--- config.mk ---
export PLATFORM = sky130hd
export DESIGN_NAME = sticky_channel_spill_allocator_unit
export DESIGN_NICKNAME = d
export VERILOG_FILES = /design/src/rtl/core/sca_pkg.sv /design/src/rtl/core/sca_tables.sv /design/src/rtl/core/sca_pick.sv /design/src/rtl/core/sticky_channel_spill_allocator_unit.sv
export SDC_FILE = /design/constraint.sdc
export NUM_CORES = 1
export LEC_CHECK = 0
export BUFFER_PORTS_ARGS = -buffer_cell sky130_fd_sc_hd__clkbuf_2
export CORE_AREA = 5 5 272 274
export DETAILED_ROUTE_END_ITERATION = 7
export DIE_AREA = 0 0 277 279
export GPL_ROUTABILITY_DRIVEN = 0
export PLACE_DENSITY = 0.52
export REMOVE_ABC_BUFFERS = 1
export SLEW_MARGIN = 30
export SYNTH_ARGS = -nofsm -noshare
export SYNTH_HDL_FRONTEND = slang
export SYNTH_SLANG_ARGS = --single-unit
--- constraint.sdc ---
create_clock -name clock -period 9.75 [get_ports clock]
set_input_delay 0.4875 -clock clock [delete_from_list [all_inputs] [get_ports clock]]
set_output_delay 0.4875 -clock clock [all_outputs]
set_load 0.02 [all_outputs]
--- src/rtl/core/sca_pkg.sv ---
`default_nettype none
package sca_pkg;

   // field widths fixed by the interface
   localparam int CHAN_W      = 5;
   localparam int MASK_W      = 32;
   localparam int CNT_W       = 6;
   localparam int DEF_CHANNELS = 32;

   // request transfer
   typedef struct packed {
      logic [CHAN_W-1:0] source_channel;
      logic [MASK_W-1:0] occupied_mask;
   } sca_req_type;

   // result transfer
   typedef struct packed {
      logic              routed;
      logic [CHAN_W-1:0] destination;
      logic              relocated;
   } sca_rsp_type;

   // table update from the decision logic
   typedef struct packed {
      logic              last_we;
      logic              claim_we;
      logic [CHAN_W-1:0] source;
      logic [CHAN_W-1:0] chan;
   } sca_update_type;

endpackage
`default_nettype wire

--- src/rtl/core/sca_tables.sv ---
`default_nettype none
module sca_tables #(
   parameter int CHANNELS = sca_pkg::DEF_CHANNELS
) (
   input  wire logic                        clock,
   input  wire logic                        reset,
   input  wire logic                        csr_write_enable,
   input  wire logic [sca_pkg::CNT_W-1:0]   csr_write_data,
   input  wire sca_pkg::sca_update_type     update,
   input  wire logic [sca_pkg::CHAN_W-1:0]  read_source,
   output logic [sca_pkg::CNT_W-1:0]        count,
   output logic [CHANNELS-1:0]              owner_valid,
   output logic [sca_pkg::CHAN_W-1:0]       owner [CHANNELS],
   output logic [sca_pkg::CHAN_W-1:0]       last_used
);
   import sca_pkg::*;

   localparam int IDX_W = $clog2(CHANNELS);

   logic [CNT_W-1:0]  count_ff;
   logic [CNT_W-1:0]  count_in;
   logic [CHANNELS-1:0] valid_ff;
   logic [CHAN_W-1:0] owner_ff [CHANNELS];
   logic [CHAN_W-1:0] last_ff [CHANNELS];

   // written count saturates at the channel count
   always_comb begin
      if (csr_write_data > CNT_W'(CHANNELS)) begin
         count_in = CNT_W'(CHANNELS);
      end else begin
         count_in = csr_write_data;
      end
   end

   // tables: rebuilt on reset or count write, else per-transfer update
   always_ff @(posedge clock) begin
      if (reset) begin
         count_ff <= '0;
         for (int i = 0; i < CHANNELS; i++) begin
            valid_ff[i] <= 1'b0;
            owner_ff[i] <= '0;
            last_ff[i]  <= CHAN_W'(i);
         end
      end else if (csr_write_enable) begin
         count_ff <= count_in;
         for (int i = 0; i < CHANNELS; i++) begin
            valid_ff[i] <= CNT_W'(i) < count_in;
            owner_ff[i] <= (CNT_W'(i) < count_in) ? CHAN_W'(i) : '0;
            last_ff[i]  <= CHAN_W'(i);
         end
      end else begin
         if (update.claim_we) begin
            valid_ff[update.chan[IDX_W-1:0]] <= 1'b1;
            owner_ff[update.chan[IDX_W-1:0]] <= update.source;
         end
         if (update.last_we) begin
            last_ff[update.source[IDX_W-1:0]] <= update.chan;
         end
      end
   end

   assign count       = count_ff;
   assign owner_valid = valid_ff;
   assign owner       = owner_ff;
   assign last_used   = last_ff[read_source[IDX_W-1:0]];

endmodule
`default_nettype wire

--- src/rtl/core/sca_pick.sv ---
`default_nettype none
module sca_pick #(
   parameter int CHANNELS = sca_pkg::DEF_CHANNELS
) (
   input  wire logic                        req_valid,
   input  wire sca_pkg::sca_req_type        req,
   input  wire logic [sca_pkg::CNT_W-1:0]   count,
   input  wire logic [CHANNELS-1:0]         owner_valid,
   input  wire logic [sca_pkg::CHAN_W-1:0]  owner [CHANNELS],
   input  wire logic [sca_pkg::CHAN_W-1:0]  last_used,
   output sca_pkg::sca_rsp_type             rsp,
   output sca_pkg::sca_update_type          update
);
   import sca_pkg::*;

   localparam int IDX_W = $clog2(CHANNELS);

   // index of the lowest set bit, parallel one-hot isolate and encode
   function automatic logic [CHAN_W-1:0] lowest(input logic [CHANNELS-1:0] v);
      logic [CHANNELS-1:0] iso;
      logic [CHAN_W-1:0]   idx;
      iso = v & (~v + 1'b1);
      idx = '0;
      for (int i = 0; i < CHANNELS; i++) begin
         if (iso[i]) begin
            idx = idx | CHAN_W'(i);
         end
      end
      return idx;
   endfunction

   logic [CHANNELS-1:0] free_vec;
   logic [CHANNELS-1:0] own_vec;
   logic [CHANNELS-1:0] open_vec;
   logic                src_ok;
   logic                sticky;
   logic                found;
   logic [CHAN_W-1:0]   dest;

   // candidate vectors per channel
   always_comb begin
      for (int i = 0; i < CHANNELS; i++) begin
         free_vec[i] = ~req.occupied_mask[i];
         own_vec[i]  = owner_valid[i] && (owner[i] == req.source_channel) && free_vec[i];
         open_vec[i] = !owner_valid[i] && free_vec[i];
      end
   end

   assign src_ok = {1'b0, req.source_channel} < count;
   assign sticky = free_vec[last_used[IDX_W-1:0]];

   // sticky channel, then owned channel, then claim an unowned one
   always_comb begin
      update        = '0;
      update.source = req.source_channel;
      found         = 1'b0;
      dest          = '0;
      priority if (!req_valid || !src_ok) begin
         found = 1'b0;
      end else if (sticky) begin
         found = 1'b1;
         dest  = last_used;
      end else if (|own_vec) begin
         found          = 1'b1;
         dest           = lowest(own_vec);
         update.last_we = 1'b1;
      end else if (|open_vec) begin
         found           = 1'b1;
         dest            = lowest(open_vec);
         update.last_we  = 1'b1;
         update.claim_we = 1'b1;
      end else begin
         found = 1'b0;
      end
      update.chan = dest;
   end

   // result fields
   assign rsp.routed      = found;
   assign rsp.destination = dest;
   assign rsp.relocated   = found && (dest != req.source_channel);

endmodule
`default_nettype wire

--- src/rtl/core/sticky_channel_spill_allocator_unit.sv ---
`default_nettype none
// channel   ports                       direction  handshake
// request   start, busy, req_data       in         start && !busy
// result    rsp_strobe, rsp_data        out        strobe, one cycle
// config    csr_write_enable/_data      in         write enable
//
// one request per cycle; each result passes the input register, then the table
// lookup and priority search into the result register, with the tables updated
// at that same edge
// busy stays low; the receiver cannot stall, so results never back up
// synchronous reset clears the count and rebuilds the tables
module sticky_channel_spill_allocator_unit #(
   parameter int CHANNELS = sca_pkg::DEF_CHANNELS
) (
   input  wire logic                       clock,
   input  wire logic                       reset,
   input  wire logic                       start,
   output logic                            busy,
   input  wire sca_pkg::sca_req_type       req_data,
   output logic                            rsp_strobe,
   output sca_pkg::sca_rsp_type            rsp_data,
   input  wire logic                       csr_write_enable,
   input  wire logic [sca_pkg::CNT_W-1:0]  csr_write_data
);
   import sca_pkg::*;

   logic           req_valid_ff;
   sca_req_type    req_ff;
   logic           rsp_valid_ff;
   sca_rsp_type    rsp_ff;
   sca_rsp_type    rsp_in;
   sca_update_type update;
   logic [CNT_W-1:0]  count;
   logic [CHANNELS-1:0] owner_valid;
   logic [CHAN_W-1:0] owner [CHANNELS];
   logic [CHAN_W-1:0] last_used;

   assign busy = 1'b0;

   // input register
   always_ff @(posedge clock) begin
      if (reset) begin
         req_valid_ff <= 1'b0;
      end else begin
         req_valid_ff <= start && !busy;
      end
      req_ff <= req_data;
   end

   sca_tables #(
      .CHANNELS (CHANNELS)
   ) u_tables (
      .clock            (clock),
      .reset            (reset),
      .csr_write_enable (csr_write_enable),
      .csr_write_data   (csr_write_data),
      .update           (update),
      .read_source      (req_ff.source_channel),
      .count            (count),
      .owner_valid      (owner_valid),
      .owner            (owner),
      .last_used        (last_used)
   );

   sca_pick #(
      .CHANNELS (CHANNELS)
   ) u_pick (
      .req_valid   (req_valid_ff),
      .req         (req_ff),
      .count       (count),
      .owner_valid (owner_valid),
      .owner       (owner),
      .last_used   (last_used),
      .rsp         (rsp_in),
      .update      (update)
   );

   // result register
   always_ff @(posedge clock) begin
      if (reset) begin
         rsp_valid_ff <= 1'b0;
      end else begin
         rsp_valid_ff <= req_valid_ff;
      end
      rsp_ff <= rsp_in;
   end

   assign rsp_strobe = rsp_valid_ff;
   assign rsp_data   = rsp_ff;

endmodule
`default_nettype wire

* Yosys cells after proc, flatten, opt, wreduce, memory -nomap -nowiden
Memory sizes are Yosys's and may differ from the RTL's. A register that Yosys moved wholly into a read port is not among the register bits.
Cells that the tools add are included.
** Storage, ports and cells
- Register bits after elaboration :: 244
- Bits in writable memories :: 160
- Input port bits :: 47
- Word-level logic and storage cells :: 739
- Memories :: 1
** Operators by class
- Add/sub/neg operators :: 2
- Magnitude comparators :: 39
- Eq/ne operators :: 33
- Mux-type cells :: 414
- Bitwise gates (word level) :: 70
- Reduce and logical (&&, ||, !) cells :: 139
** Memory list
- u_tables.last_ff :: depth 32, bits a word 5, rd ports 1, clocked after memory_dff 1, wr ports 32, line sca_tables.sv:24 : logic [CHAN_W-1:0] last_ff [CHANNELS];
** Operators by type and width (number)
- 5-bit 2-to-1 mux :: 317
- 160-bit 2-to-1 mux :: 5
- 160-bit bitwise mux :: 1
- 5-bit equality test :: 32
- 32-bit 2-to-1 mux :: 5
- 1-bit logical AND :: 99
- 5-bit by 6-bit < comparator with 1-bit output (first input constant) :: 16
- 4-bit 2-to-1 mux :: 24
- 32-bit by 1-bit adder with 32-bit output (second input constant) :: 2
- 32-bit bitwise AND :: 2
- 32-bit inverter :: 2
- 32-bit OR reduction :: 2
- 4-bit by 6-bit < comparator with 1-bit output (first input constant) :: 8
- 3-bit 2-to-1 mux :: 12
- 1-bit zero test :: 34
- 1-bit inverter :: 32
- 1-bit OR :: 32
- 32-bit OR :: 1
- 1-bit 2-to-1 mux :: 31
- 2-bit 2-to-1 mux :: 13
- 5-bit demux with 5-bit select :: 1
- 3-bit by 6-bit < comparator with 1-bit output (first input constant) :: 4
- 6-bit 2-to-1 mux :: 3
- 1-bit by 6-bit < comparator with 1-bit output (first input constant) :: 2
- other kinds (15) :: 17

* Depth between registers and ports, before layout
- Word-level depth :: 183
- Depth in mapped cells :: 19
- Depth with buffers taken out :: 13

* Modules after synthesis
From an unflattened synthesis, not the netlist that was laid out.
** Second synthesis, totals
- Cell total of the unflattened synthesis :: 2101
- Area total of the unflattened synthesis :: 20828.7 um2
** By module, submodules not included
- sca_tables :: instances 1, cells each 1511, area each 15765.1 um2, sequential area each 8768.4 um2
- sca_pick :: instances 1, cells each 540, area each 4119.0 um2, sequential area each 0.0 um2
- sticky_channel_spill_allocator_unit :: instances 1, cells each 50, area each 944.7 um2, sequential area each 920.9 um2

* Worst setup path before layout
Ideal clock, no wire load.
- Kind :: register to register
- Start point :: register req_ff (netlist bit u_tables.read_source[1])
- End point :: memory u_tables.last_ff[11][0], enable pin
- Arrival :: 3.879 ns
- Required time :: 9.376 ns
- Setup slack :: 5.498 ns
- Stages on the path, launching flop included :: 17
- Cells stage by stage :: dfxtp_1 -> buf_4 -> buf_6 -> mux2_2 -> a221oi_1 -> a2bb2oi_2 -> and2_1 -> buf_2 -> nand2_1 -> a32o_1 -> o211ai_2 -> nand4_4 -> buf_2 -> a2111oi_2 -> nand3_1 -> clkbuf_1 -> o21ai_0
** RTL lines
- from (decl) :: line sticky_channel_spill_allocator_unit.sv:28 : sca_req_type req_ff;
- from (signal assigned) :: line sticky_channel_spill_allocator_unit.sv:47 : req_ff <= req_data;
- to (decl) :: line sca_tables.sv:24

==> metrics.md <==
| Metric | Value |
|---|---|
| Outcome | `completed` |
| Fin. Hold Viols | `0` |
| Final Power | `4.250 mW` |
| H-tree levels | `2` |
| # diodes | `0` |
| Max Clock Skew | `48.24 ps` |
| Unique masters post-synth | `103` |
| P_leak | `8.242 nW` |
| Achievable frequency | `148.9 MHz` |
| CTS Root Cell | `clkbuf_16` |
| Via-per-instance ratio | `6.033` |
| Wire length of the first global-routing pass | `125,600 µm` |
| Synthesized area | `21,110 µm²` |
| Post-DP HPWL | `59,400 µm` |
| Area leader, netlist | `dfxtp_1` |
| CTS tree | `done` |
| 1st-pass router iterations | `6` |
| WL final | `85,720 µm` |
| Row count | `98` |
| Final period util | `0.6890` |
| Port bufs | `54` |
| Least-Margin Pin Slew | `1049 ps` |
| Final setup viols | `0` |
| Max Buffers Root-to-Sink | `3` |
| Top-count cell post-synth | `dfxtp_1` |
| Crit-path max FO | `41` |
| NumNets Final | `2,201` |
| Largest net degree at the start of global routing | `77` |
| Crit path arrival time | `6950 ps` |
| Asr flop ratio synth | `0` |
| Ys flop type | `dfxtp_1` |
| Share of cells above drive strength 1 | `0.1444` |
| Net switching fraction of the power | `0.2873` |
| Die width | `277 µm` |
| Sw power | `1.221 mW` |
| Final Max Slew Viols | `0` |
| Internal power | `3.029 mW` |
| Min-Delay Path Class | `primary input to register` |
| Initial DRC count | `2,732` |
| Mapped Cells | `2,123` |
| Tot GR Track Use | `0.2120` |
| Seq/Total Area, Yosys | `0.4591` |
| Grt ovf | `0` |
| Yosys warns | `0` |
| TNS Setup | `0 ps` |
| Total I/O pin count | `56` |
| Startpoint types | `register` |
| CP endpoint kind | `register` |
| Clock network power share | `0.422` |
| Clock transition at path regs | `60 ps` |
| Min Tclk post-route | `6718 ps` |
| Residual DRC | `0` |
| Yosys reg bits | `404` |
| Initial antenna violation count | `5` |
| MaxCap Viol Count | `0` |
| CP Class | `register to register` |
| Vias in the first global route | `18,600` |
| Num CTS Buffers | `46` |
| DIE HEIGHT | `279 µm` |
| Pwr dens | `176.0 nW/µm²` |
| Maximum VDD drop | `0.1110 mV` |
| Sequential power share | `0.445` |
| Area grow syn2layout | `14.40%` |
| Yosys top cell area share | `0.2314` |
| Die footprint | `77,280 µm²` |
| Combinational power share | `0.133` |
| Vias | `18,930` |
| Initial Utilization | `0.2968` |
| Post-synth top cells | `dfxtp_1, nor2_1, nand2_1, edfxtp_1, xnor2_1` |
| Relative slew margins | `0.3009` |
| Core Area | `71,120 µm²` |
| Synth Area per Inst | `9.942 µm²` |
| Post-synth EDFFs | `160` |
| Post-route ant nets | `0` |
| Data required time at the worst endpoint | `9980 ps` |
| Sink Count | `404` |
| DR WL/cell | `27.32 µm` |
| Main area contributors after synthesis | `dfxtp_1, edfxtp_1, nor2_1` |
| Later-pin clock latency in the skew report | `630 ps` |
| Layout Utilization | `0.3395` |
| Unrepaired setup endpoints after global routing | `no` |
==> worst max-delay path: stages, from the launching register on <==
cell and delay, ps:
dfxtp_4 790, buf_4 570, and3b_1 360, a221oi_2 330, o22ai_1 180, a21oi_4 550, mux2i_1 190, a22oi_1 300
a211o_1 250, nand4_4 280, a2111oi_2 670, nand3_1 640, buf_4 420, o21ai_0 720
==> per-stage QoR <==
| step | cell area [µm²] | setup WS, ps | std cells | hold WS (ps) |
|---|---|---|---|---|
| finish | 24150 | 3032 | 3138 | 25.14 |
| global route | 24150 | 2659 | 3138 | 3.381 |
| CTS | 24140 | 2880 | 3138 | 2.756 |
| detailed placement | 22240 | 2922 | 3017 | 452.1 |
| global placement | 22170 | 2733 | 3015 | 446.8 |
| floorplan | 20370 | 2186 | 1974 | 430.3 |
==> final timing paths <==
| path | from | to | slack (ps) | cells after the start |
|---|---|---|---|---|
| max reg2reg | u_tables.read_source[4] | u_tables.last_ff[20][3] | 3030 | 13 |
| min reg2reg | u_tables.count[1] | u_tables.count[1] | 460 | 2 |
| min | req_data[35] | u_tables.read_source[3] | 30 | 1 |
| max | u_tables.read_source[4] | u_tables.last_ff[20][3] | 3030 | 13 |
==> cell families (layout without fill, tap and decap cells) <==
logic type | Yosys count | in the layout | share of synthesized area
other cells | 1 | 1 | 0.0001777
fa+ha+maj | 4 | 4 | 0.002371
mux | 91 | 91 | 0.05448
xor+xnor | 165 | 165 | 0.06847
flops | 404 | 404 | 0.4591
simple gates | 757 | 757 | 0.1835
buf+inv | 182 | 247 | 0.04078
compound gates | 519 | 519 | 0.1911
==> flip-flops by register name, summed over array words and instances, names as in the netlist <==
name                  flops
u_tables.last_ff        160
u_tables.owner          160
req_ff                   32
u_tables.owner_valid     32
rsp_data                  7
u_tables.count            6
u_tables.read_source      5
req_valid_ff              1
rsp_strobe                1
==> layout by cell type, fill, tap and decap left out, drive strengths merged, types with 32 or more instances in the layout <==
cell type,instances
a21oi,63
a22o,32
a32o,32
buf,40
clkbuf,113
dfxtp,244
dlygate4sd3,35
edfxtp,160
mux2i,54
nand2,166
nand3,62
nand4,44
nor2,226
nor3,70
nor4,33
o21ai,75
o221a,41
xnor2,90
xor2,75
==> per-layer routing <==
layer  vias to the layer above  share of wire  track usage
met5                         -        0.00015            0
met4                         2          0.048      0.08996
met3                       273           0.10      0.04197
met2                      1219           0.45       0.3358
met1                      9296           0.40       0.2844
li1                       8142              -            -
==> power groups by stage <==
stage                     clock (mW)  sequential [mW]  combinational [mW]
final                           1.79             1.89               0.564
after global routing            1.90             1.90               0.592
after CTS                       1.82             1.89               0.550
after detailed placement           0             1.93               0.536
after global placement             0             1.93               0.526
after floorplan                    0             1.91               0.327
==> cell type report <==
type,instances,area [µm²]
well taps,950,1189
repair buffers,128,940.9
inverters,33,123.9
clock buffers,60,1254
multi-input cells,1537,10630
clock inverters,26,297.8
flip-flops and latches,404,9708
fillers,7265,46970
==> timing repair <==
item                      4_1_cts  5_1_grt
resized for setup               0        0
hold buffers                   35        0
hold endpoints to repair       35        0
buffers inserted                0        0
(Power assumes the default switching activity.)
